[src/rtl/zla_pkg.sv]
// zla_pkg: shared types and codes for the zone leak alarm latch.
// Holds request/result structs, the per-zone state record and register indexes.
// No dependencies.
`default_nettype none

package zla_pkg;

  localparam int NUM_ZONES_DEF = 8;

  localparam logic [1:0] FUNC_SCAN    = 2'd0;
  localparam logic [1:0] FUNC_ACK     = 2'd1;
  localparam logic [1:0] FUNC_ACK_ALL = 2'd2;
  localparam logic [1:0] FUNC_RSVD    = 2'd3;

  localparam logic [1:0] EV_NONE   = 2'd0;
  localparam logic [1:0] EV_DETECT = 2'd1;
  localparam logic [1:0] EV_ACK    = 2'd2;

  localparam logic [2:0] CFG_CTRL_EN  = 3'd0;
  localparam logic [2:0] CFG_ZONE_EN  = 3'd1;
  localparam logic [2:0] CFG_ZONE_PWR = 3'd2;
  localparam logic [2:0] CFG_ACT_LOW  = 3'd3;
  localparam logic [2:0] CFG_PRESENT  = 3'd4;
  localparam logic [2:0] CFG_DEBOUNCE = 3'd5;

  localparam logic [15:0] DEBOUNCE_RST = 16'd1000;

  typedef struct packed {
    logic [1:0]  func;
    logic [2:0]  zone;
    logic        sensor_raw;
    logic        read_ok;
    logic [31:0] now_ms;
  } zla_in_t;

  typedef struct packed {
    logic [2:0] zone_out;
    logic       wet_now;
    logic       latched;
    logic       alarm_drive;
    logic       valve_shut;
    logic [1:0] event_code;
    logic       handled;
    logic       last;
  } zla_out_t;

  // one zone's stored state
  typedef struct packed {
    logic        wet;
    logic        prev_wet;
    logic        latch;
    logic        alarm;
    logic [31:0] event_time;
  } zone_rec_t;

  // settings that apply to the zone being updated
  typedef struct packed {
    logic        ctrl_en;
    logic        enabled;
    logic        powered;
    logic        inv_pol;
    logic        present;
    logic [15:0] debounce;
  } zone_cfg_t;

endpackage

`default_nettype wire

[src/rtl/zla_state_mem.sv]
// zla_state_mem: per-zone state memory, one write and one read port, registered read.
// Entries never written read as zero through per-entry valid bits. Uses zla_pkg.
`default_nettype none

module zla_state_mem
  import zla_pkg::*;
#(
  parameter int NUM_ZONES = NUM_ZONES_DEF,
  localparam int ZW = (NUM_ZONES > 1) ? $clog2(NUM_ZONES) : 1
) (
  input  wire logic      clk,
  input  wire logic      rst,
  input  wire logic      rd_en,
  input  wire logic [ZW-1:0] rd_addr,
  output zone_rec_t      rd_data,
  input  wire logic      wr_en,
  input  wire logic [ZW-1:0] wr_addr,
  input  wire zone_rec_t wr_data
);

  zone_rec_t mem [NUM_ZONES];
  logic [NUM_ZONES-1:0] vld;
  zone_rec_t q;
  logic q_vld;

  always_ff @(posedge clk) begin
    if (wr_en) begin
      mem[wr_addr] <= wr_data;
    end
    if (rd_en) begin
      q <= mem[rd_addr];
    end
  end

  always_ff @(posedge clk) begin
    if (rst) begin
      vld   <= '0;
      q_vld <= 1'b0;
    end else begin
      if (rd_en) begin
        q_vld <= vld[rd_addr];
      end
      if (wr_en) begin
        vld[wr_addr] <= 1'b1;
      end
    end
  end

  assign rd_data = q_vld ? q : '0;

endmodule

`default_nettype wire

[src/rtl/zla_update.sv]
// zla_update: next state of one zone for a scan or an acknowledge.
// Combinational; works on a record read from zla_state_mem. Uses zla_pkg.
`default_nettype none

module zla_update
  import zla_pkg::*;
(
  input  wire zone_rec_t   rec_in,
  input  wire zone_cfg_t   cfg,
  input  wire logic        is_ack,
  input  wire logic        sensor_raw,
  input  wire logic        read_ok,
  input  wire logic [31:0] now_ms,
  output zone_rec_t        rec_out,
  output logic [1:0]       event_code,
  output logic             handled
);

  logic        wet;
  logic [31:0] elapsed;

  assign wet     = sensor_raw ^ cfg.inv_pol;
  assign elapsed = now_ms - rec_in.event_time;

  always_comb begin
    rec_out    = rec_in;
    event_code = EV_NONE;
    handled    = 1'b0;
    if (is_ack) begin
      if (!rec_in.wet && rec_in.latch) begin
        rec_out.latch = 1'b0;
        rec_out.alarm = 1'b0;
        event_code    = EV_ACK;
        handled       = 1'b1;
      end
    end else if (!cfg.ctrl_en || !cfg.enabled) begin
      rec_out = '0;
    end else begin
      handled = 1'b1;
      if (!cfg.powered) begin
        rec_out.wet      = 1'b0;
        rec_out.prev_wet = 1'b0;
        rec_out.latch    = 1'b0;
        rec_out.alarm    = 1'b0;
      end else if (!cfg.present || !read_ok) begin
        rec_out.alarm = 1'b1;
      end else begin
        rec_out.wet = wet;
        if (wet && !rec_in.prev_wet) begin
          // stored time of zero means no event yet
          if ((rec_in.event_time == 32'd0) || (elapsed >= {16'd0, cfg.debounce})) begin
            event_code         = EV_DETECT;
            rec_out.event_time = now_ms;
          end
        end
        rec_out.latch    = rec_in.latch | wet;
        rec_out.alarm    = rec_in.latch | wet;
        rec_out.prev_wet = wet;
      end
    end
  end

endmodule

`default_nettype wire

[src/rtl/zone_leak_alarm_latch.sv]
// zone_leak_alarm_latch: top level of the multi-zone leak alarm.
// Holds config registers and the request sequencer; uses zla_pkg, zla_state_mem, zla_update.
//
//   channel | handshake            | payload
//   in      | in_valid / in_stall  | in_data  (zla_in_t)
//   out     | out_valid / out_stall| out_data (zla_out_t)
//   cfg     | cfg_valid / cfg_ready| cfg_index, cfg_data
//
// Scan and single ack go through a memory read, then update and write back.
// Ack-all visits every zone, one per cycle through the memory port unless the output stalls.
// Reset clears all zone state at once through per-entry valid bits.
// A stalled result register holds the sequencer in its update step.
`default_nettype none

module zone_leak_alarm_latch
  import zla_pkg::*;
#(
  parameter int NUM_ZONES = NUM_ZONES_DEF,
  localparam int ZW = (NUM_ZONES > 1) ? $clog2(NUM_ZONES) : 1
) (
  input  wire logic        clk,
  input  wire logic        rst,
  input  wire logic        in_valid,
  output logic             in_stall,
  input  wire zla_in_t     in_data,
  output logic             out_valid,
  input  wire logic        out_stall,
  output zla_out_t         out_data,
  input  wire logic        cfg_valid,
  output logic             cfg_ready,
  input  wire logic [2:0]  cfg_index,
  input  wire logic [15:0] cfg_data
);

  typedef enum logic {ST_IDLE, ST_MOD} state_t;

  state_t      state;
  zla_in_t     req;
  logic        req_all;
  logic        oor;
  logic [ZW-1:0] addr;

  logic        ctrl_en;
  logic [7:0]  zone_en;
  logic [7:0]  zone_pwr;
  logic [7:0]  act_low;
  logic [7:0]  present;
  logic [15:0] debounce;

  logic        in_acc;
  logic        in_oor;
  logic        emit;
  logic        is_last;
  logic        rd_en;
  logic [ZW-1:0] rd_addr;
  logic        wr_en;
  zone_rec_t   rd_rec;
  zone_rec_t   new_rec;
  zone_cfg_t   zcfg;
  logic [1:0]  ev;
  logic        hd;
  zla_out_t    res;

  assign cfg_ready = 1'b1;
  assign in_stall  = (state != ST_IDLE);
  assign in_acc    = in_valid && !in_stall;
  assign in_oor    = (32'(in_data.zone) >= NUM_ZONES);
  assign emit      = (state == ST_MOD) && (!out_valid || !out_stall);
  assign is_last   = !req_all || (addr == ZW'(NUM_ZONES - 1));
  assign wr_en     = emit && !oor;

  always_comb begin
    rd_en   = 1'b0;
    rd_addr = addr + ZW'(1);
    if (state == ST_IDLE) begin
      rd_addr = (in_data.func == FUNC_ACK_ALL) ? '0 : ZW'(in_data.zone);
      if (in_acc) begin
        case (in_data.func)
          FUNC_ACK_ALL:        rd_en = 1'b1;
          FUNC_SCAN, FUNC_ACK: rd_en = !in_oor;
          default:             rd_en = 1'b0;
        endcase
      end
    end else begin
      rd_en = emit && !is_last;
    end
  end

  assign zcfg.ctrl_en  = ctrl_en;
  assign zcfg.enabled  = zone_en[req.zone];
  assign zcfg.powered  = zone_pwr[req.zone];
  assign zcfg.inv_pol  = act_low[req.zone];
  assign zcfg.present  = present[req.zone];
  assign zcfg.debounce = debounce;

  zla_state_mem #(.NUM_ZONES(NUM_ZONES)) u_mem (
    .clk     (clk),
    .rst     (rst),
    .rd_en   (rd_en),
    .rd_addr (rd_addr),
    .rd_data (rd_rec),
    .wr_en   (wr_en),
    .wr_addr (addr),
    .wr_data (new_rec)
  );

  zla_update u_upd (
    .rec_in     (rd_rec),
    .cfg        (zcfg),
    .is_ack     (req.func != FUNC_SCAN),
    .sensor_raw (req.sensor_raw),
    .read_ok    (req.read_ok),
    .now_ms     (req.now_ms),
    .rec_out    (new_rec),
    .event_code (ev),
    .handled    (hd)
  );

  always_comb begin
    if (oor) begin
      res          = '0;
      res.zone_out = req.zone;
      res.last     = 1'b1;
    end else begin
      res.zone_out    = req_all ? 3'(addr) : req.zone;
      res.wet_now     = new_rec.wet;
      res.latched     = new_rec.latch;
      res.alarm_drive = new_rec.alarm;
      res.valve_shut  = new_rec.alarm;
      res.event_code  = ev;
      res.handled     = hd;
      res.last        = is_last;
    end
  end

  always_ff @(posedge clk) begin
    if (rst) begin
      ctrl_en  <= 1'b1;
      zone_en  <= '0;
      zone_pwr <= '0;
      act_low  <= '0;
      present  <= '0;
      debounce <= DEBOUNCE_RST;
    end else if (cfg_valid && cfg_ready) begin
      case (cfg_index)
        CFG_CTRL_EN:  ctrl_en  <= cfg_data[0];
        CFG_ZONE_EN:  zone_en  <= cfg_data[7:0];
        CFG_ZONE_PWR: zone_pwr <= cfg_data[7:0];
        CFG_ACT_LOW:  act_low  <= cfg_data[7:0];
        CFG_PRESENT:  present  <= cfg_data[7:0];
        CFG_DEBOUNCE: debounce <= cfg_data;
        default:      ;
      endcase
    end
  end

  always_ff @(posedge clk) begin
    if (rst) begin
      state     <= ST_IDLE;
      out_valid <= 1'b0;
      req_all   <= 1'b0;
      oor       <= 1'b0;
      addr      <= '0;
    end else begin
      case (state)
        ST_IDLE: begin
          if (in_acc && (in_data.func != FUNC_RSVD)) begin
            state   <= ST_MOD;
            req_all <= (in_data.func == FUNC_ACK_ALL);
            oor     <= (in_data.func != FUNC_ACK_ALL) && in_oor;
            addr    <= rd_addr;
          end
        end
        ST_MOD: begin
          if (emit) begin
            if (is_last) begin
              state <= ST_IDLE;
            end else begin
              addr <= addr + ZW'(1);
            end
          end
        end
        default: state <= ST_IDLE;
      endcase
      if (emit) begin
        out_valid <= 1'b1;
      end else if (!out_stall) begin
        out_valid <= 1'b0;
      end
    end
  end

  always_ff @(posedge clk) begin
    if (in_acc) begin
      req <= in_data;
    end
    if (emit) begin
      out_data <= res;
    end
  end

  a_no_rw_overlap: assert property (@(posedge clk) disable iff (rst)
    wr_en && rd_en |-> rd_addr != addr)
    else $error("read and write of the same zone in one cycle");

  a_read_then_mod: assert property (@(posedge clk) disable iff (rst)
    rd_en |=> state == ST_MOD)
    else $error("memory read issued without an update step following");

  a_single_done: assert property (@(posedge clk) disable iff (rst)
    emit && !req_all |=> state == ST_IDLE)
    else $error("single request did not finish after one result");

  a_hold_on_stall: assert property (@(posedge clk) disable iff (rst)
    state == ST_MOD && !emit |=> state == ST_MOD && $stable(addr))
    else $error("update step moved while result register was blocked");

  a_write_in_mod: assert property (@(posedge clk) disable iff (rst)
    wr_en |-> state == ST_MOD && !oor)
    else $error("state write outside the update step");

endmodule

`default_nettype wire
[config.mk]
export PLATFORM = sky130hd
export DESIGN_NAME = zone_leak_alarm_latch
export DESIGN_NICKNAME = d
export VERILOG_FILES = /design/src/rtl/zla_pkg.sv /design/src/rtl/zla_state_mem.sv /design/src/rtl/zla_update.sv /design/src/rtl/zone_leak_alarm_latch.sv
export SDC_FILE = /design/constraint.sdc
export NUM_CORES = 1
export LEC_CHECK = 0
export ABC_CLOCK_PERIOD_IN_PS = 11600
export BUFFER_PORTS_ARGS = -buffer_cell sky130_fd_sc_hd__buf_2
export CORE_ASPECT_RATIO = 0.7
export CORE_MARGIN = 3
export CORE_UTILIZATION = 35
export DETAILED_ROUTE_END_ITERATION = 10
export PLACE_DENSITY = 0.59
export SLEW_MARGIN = 20
export SYNTH_ARGS = -nofsm -noshare
export SYNTH_HDL_FRONTEND = slang
export SYNTH_SLANG_ARGS = --single-unit
[constraint.sdc]
create_clock -name clk -period 11.6 [get_ports clk]
set_input_delay 2.32 -clock clk [delete_from_list [all_inputs] [get_ports clk]]
set_output_delay 2.32 -clock clk [all_outputs]
set_load 0.02 [all_outputs]
# After elaboration in Yosys (flattened, before gate mapping)
# Memories as Yosys holds them, arrays and structs flattened. A register that Yosys moved wholly into a read port is not among the register bits.
# Cells that the tools add are included.
# totals
register_bits	113
ram_bits	288
in_bits	63
output_inout_bits	14
word_cells	138
mem_count	1
# op_classes
addsub	2
n_lt_le_gt_ge	5
n_eq_ne	13
mux	53
n_bitwise	4
reduce_logical	36
# memory_table
name	depth	width	rd	rd_ports_with_merged_regs	wr	line	source
u_mem.mem	8	36	1	1	1	zla_state_mem.sv:21	zone_rec_t mem [NUM_ZONES];
# op_table
operator	count
$mux W32	5
$mux W36	2
$ge A32 B16 Y1	1
$logic_not A32 Y1	1
$sub A32 B32 Y32	1
$mux W1	22
$mux W3	7
$mux W2	8
$bmux W1 S3	5
$reduce_and A2 Y1	7
$lt A3 B4 Y1 const B	3
$logic_not A1 Y1	11
$eq A3 B3 Y1 const B	3
$or A8 B8 Y8	1
$logic_and A1 B1 Y1	7
$eq A3 B2 Y1 const B	2
$ne A2 B1 Y1 const B	3
$pmux W3 S2	1
$logic_or A1 B1 Y1	5
$mux W4	1
$ne A2 B2 Y1 const B	2
$add A3 B1 Y3 const B	1
$demux W1 S3	1
$eq A3 B1 Y1 const B	1
other kinds (12)	12

# Longest topological paths before layout
# logic_depth
ltp_word	10
ltp_mapped	24
mapped_depth_nobuf	20

# Modules after synthesis
# Synthesis repeated with hierarchy kept, for this count alone.
# unflattened
hier_cells	1390
area_unflattened_um2	20069.2
# modules_own_cells
module	instances	cells_each	area_per_inst_um2	seq_area_each_um2
zla_state_mem	1	532	12513.3	9909.5
zone_leak_alarm_latch	1	306	3957.5	2572.5
zla_update	1	552	3598.5	0.0

# Worst setup path before layout
# Ideal clock, no wire load.
# synth_path
kind	input to register
startpoint	input out_stall
endpoint	memory u_mem.mem[1][0] (netlist bit), enable pin
setup_time_ns	0.476
arrival_time_ns	5.406
required_ns	11.124
path_slack_ns	5.718
stages	5
path_buffers	0
cell_sequence	nand2_1 > nand2_1 > inv_1 > nand2_1 > nor3_1
# synth_between
elab_chain_cells	5
# synth_lines
element	line	source
from (decl)	zone_leak_alarm_latch.sv:27	input wire logic out_stall,
$logic_not A1 Y1	-	
$logic_or A1 B1 Y1	zone_leak_alarm_latch.sv:68	assign emit = (state == ST_MOD) && (!out_valid || !out_stall);
$logic_and A1 B1 Y1	zone_leak_alarm_latch.sv:68	
net emit	zone_leak_alarm_latch.sv:52	logic emit;
$mux W1	zla_state_mem.sv:27	if (wr_en) begin
$mux W1 (not written as such)	zla_state_mem.sv:28	mem[wr_addr] <= wr_data;
to (decl)	zla_state_mem.sv:21	
# The timed path passes the listed nets, and every way through them passes these cells.

==> impl_metrics.toml <==
[floorplan]
io_pins = 77
core_area_um2 = 54540
fp-row-count = 71
initial_core_util_pct = 36.00
die_w_um = 289.1
die_area_um2 = 59030
die_h_um = 204.2

[timing]
hold_ws_ns = 0.4546
slew_violations = 0
rsz0062_at_grt = "no"
setup_viol = 0
min_period_ns = 6.518
maxSlewHeadroom_pct = 37.70
fin_ws_ns = 5.082
period_share_pct = 56.19
max_freq_ghz = 0.1534
tns_ns = 0
hold_viol_final = 0
tightest_slew_ns = 0.9345
finClkSkew_ns = 0.02728

[placement]
dp.final_hpwl_mm = 28.85
placed_area_um2 = 20840
place_ws_ns = 5.173
dp.cells = 2109
gp_congestion = 0.8762
io_buffers = 75

[layout]
fin_util_pct = 40.58
stdcell_count = 2181
fin_nets = 1538
area_growth_syn_to_layout_pct = 12.72
drive_gt1_share_pct = 21.85
n_antenna_cell = 0
fill_cells = 5026
design_area_um2 = 22140

[routing]
vias_per_cell = 5.436
ant_nets = 0
dr.pass1.iters = 6
drtIter0Drc = 1106
drc = 0
wl_per_cell_um = 21.77
routed_wl_mm = 47.47
dr_total_vias = 11860

[grt]
grt_max_degree = 65
overflow = 0
grt_usage_pct = 16.17
grt_pass1_wl_mm = 72.53
grt_pass1_vias = 11770
antenna_found_initial = 0

[synthesis]
syn_nets = 1482
syn_inst = 1367
synth_top_family_by_area = "multiplexers"
synth_compound_area_share_pct = 7.818
ys_top_cells_by_count = "edfxtp_1, nand2_1, mux4_2"
synth_ff_type = "edfxtp_1"
yosys.area_share.simple_pct = 9.315
yosysTopAreaCellShare_pct = 57.04
synth_enable_flop_cells = 373
post-synth-top-area-cell = "edfxtp_1"
avgSynthCellArea_um2 = 14.37
seq_area_frac_synth_pct = 63.56
syn_area_um2 = 19640
ys_ff_latch = 437
yosys-top-cells-area = "edfxtp_1, mux4_2, dfxtp_1"
synthMuxAreaShare_pct = 12.56
synth_warnings = 0
synth.most_common_cell = "edfxtp_1"
synthAdderAreaFrac_pct = 3.351
synth_xor_area_share_pct = 0.9812
ys_types = 70
synthArstFlopShare_pct = 0

[job]
drv_cap = 0

[worst_setup_path]
crit_type = "reg -> reg"
worstPathArrival_ns = 6.77
crit_family = "compound AO/OA/AOI/OAI gates"
crit_chain = "buf_4 -> and2_1 -> ha_1 -> fa_1 -> nor2b_1 -> o31ai_1 -> a22o_1 -> o21bai_1 -> a21oi_1 -> xnor2_1 -> ha_1 -> a21oi_1 -> a21boi_0 -> o21ba_2 -> a2111oi_0 -> o21ai_0 -> nor4_1 -> o2111ai_1 -> or4_1 -> and2_4 -> o221ai_1"
path_buf_inv = 1
required_ns = 11.85
worstSetupEndpointType = "register"
max_stage_delay_ns = 0.67
startpoint_type = "register"
cp_max_fo = 59
slowest_stage = "or4_1"

[pwr]
p_total_mw = 3.485
powerDensity_nw_per_um2 = 157.5
p_int_mw = 2.656
pwr-share-comb_pct = 11.0
peakVddDrop_mv = 0.08286
power.share.clock_pct = 37.8
pwr-share-seq_pct = 51.2
p_leak_nw = 7.384
power.share.switching_pct = 23.79
switchingPower_mw = 0.8293

[clocking]
clkTransAtPathRegs_ns = 0.06
ctsLongestPathBuffers = 3
h-tree-depth = 2
clk_latency_ns = 0.56
cts_tree = "done"
cts_hold_buf = 0
cts_buffers = 42
cts_sinks = 437
cts-root-buf = "clkbuf_16"
cts_resized = 0
post_cts_buffers = 0

[outcome]
status = "completed"

[worst_hold_path]
hold_path_class = "reg -> reg"
==> metal layers <==
layer / vias to the layer above / global-route usage, % / routed length (µm)
met5: - / 0 / 0
met4: 0 / 3.022 / 643
met3: 56 / 2.742 / 3253
met2: 368 / 22.91 / 20110
met1: 6009 / 25.97 / 23470
li1: 5423 / - / -
==> sequential cells by signal, indices dropped and copies added (netlist names) <==
signal and flops:
zone_pwr 8, req 39, u_mem.q_vld 1, u_mem.q 36
out_data 10, addr 3, u_mem.vld 8, debounce 16
present 8, ctrl_en 1, zone_en 8, act_low 8
in_stall 1, req_all 1, u_mem.mem 288, out_valid 1
==> power by group through the flow <==
stage	clock (mW)	sequential, mW	combinational, mW
floorplan	0	1.80	0.276
global placement	0	1.82	0.378
detailed placement	0	1.82	0.380
CTS	1.35	1.78	0.384
global route	1.42	1.79	0.423
finish	1.32	1.78	0.382
==> tightest hold or removal path, delay by kind of cell, from the launching register on <==
family	cells	cell delay [ns]
AOI/OAI and AO/OA	1	0.05
DFF	1	0.31
and+or+nand+nor	1	0.05
==> layout by cell type, fill, tap and decap left out, types with 13 or more instances in the layout <==
master,instances
buf_2,74
a211oi_1,15
a21oi_1,77
clkbuf_1,16
nor2_1,71
ha_1,51
buf_4,21
clkbuf_16,43
nand3_1,32
o221ai_2,17
nand2_1,167
mux2i_1,16
edfxtp_1,373
dfxtp_1,63
o21ai_0,24
mux2_2,40
nand4_1,36
mux4_2,82
xnor2_1,13
inv_1,26
==> final cells by class <==
cell class                 count  area [µm²]  share of cell area, %
sequential                   437       12480                  56.39
timing repair buffer          95       528.0                  2.385
clock buffer                  61        1164                  5.257
inverter                      27       101.3                 0.4578
tap                          730       913.4                  4.126
clock inverter                11       128.9                 0.5822
multi-input combinational    820        6818                  30.80
==> kinds of logic after synthesis <==
family | count (synthesis)
muxes | 139
adders and majority gates | 52
AOI/OAI and AO/OA | 213
DFF | 437
and+or+nand+nor | 393
other | 1
xor gates and xnor gates | 22
buffers and inverters | 110
==> final timing paths <==
| check | start | to | slack, ns | depth (start not counted) |
|---|---|---|---|---|
| worst max-delay path | u_mem.q_vld | u_mem.mem[4][6] | 5.08 | 21 |
| worst min-delay path | zone_en[7] | zone_en[7] | 0.45 | 2 |
| worst max register to register | u_mem.q_vld | u_mem.mem[4][6] | 5.08 | 21 |
| worst min register to register | zone_en[7] | zone_en[7] | 0.45 | 2 |
(Power assumes the default switching activity.)
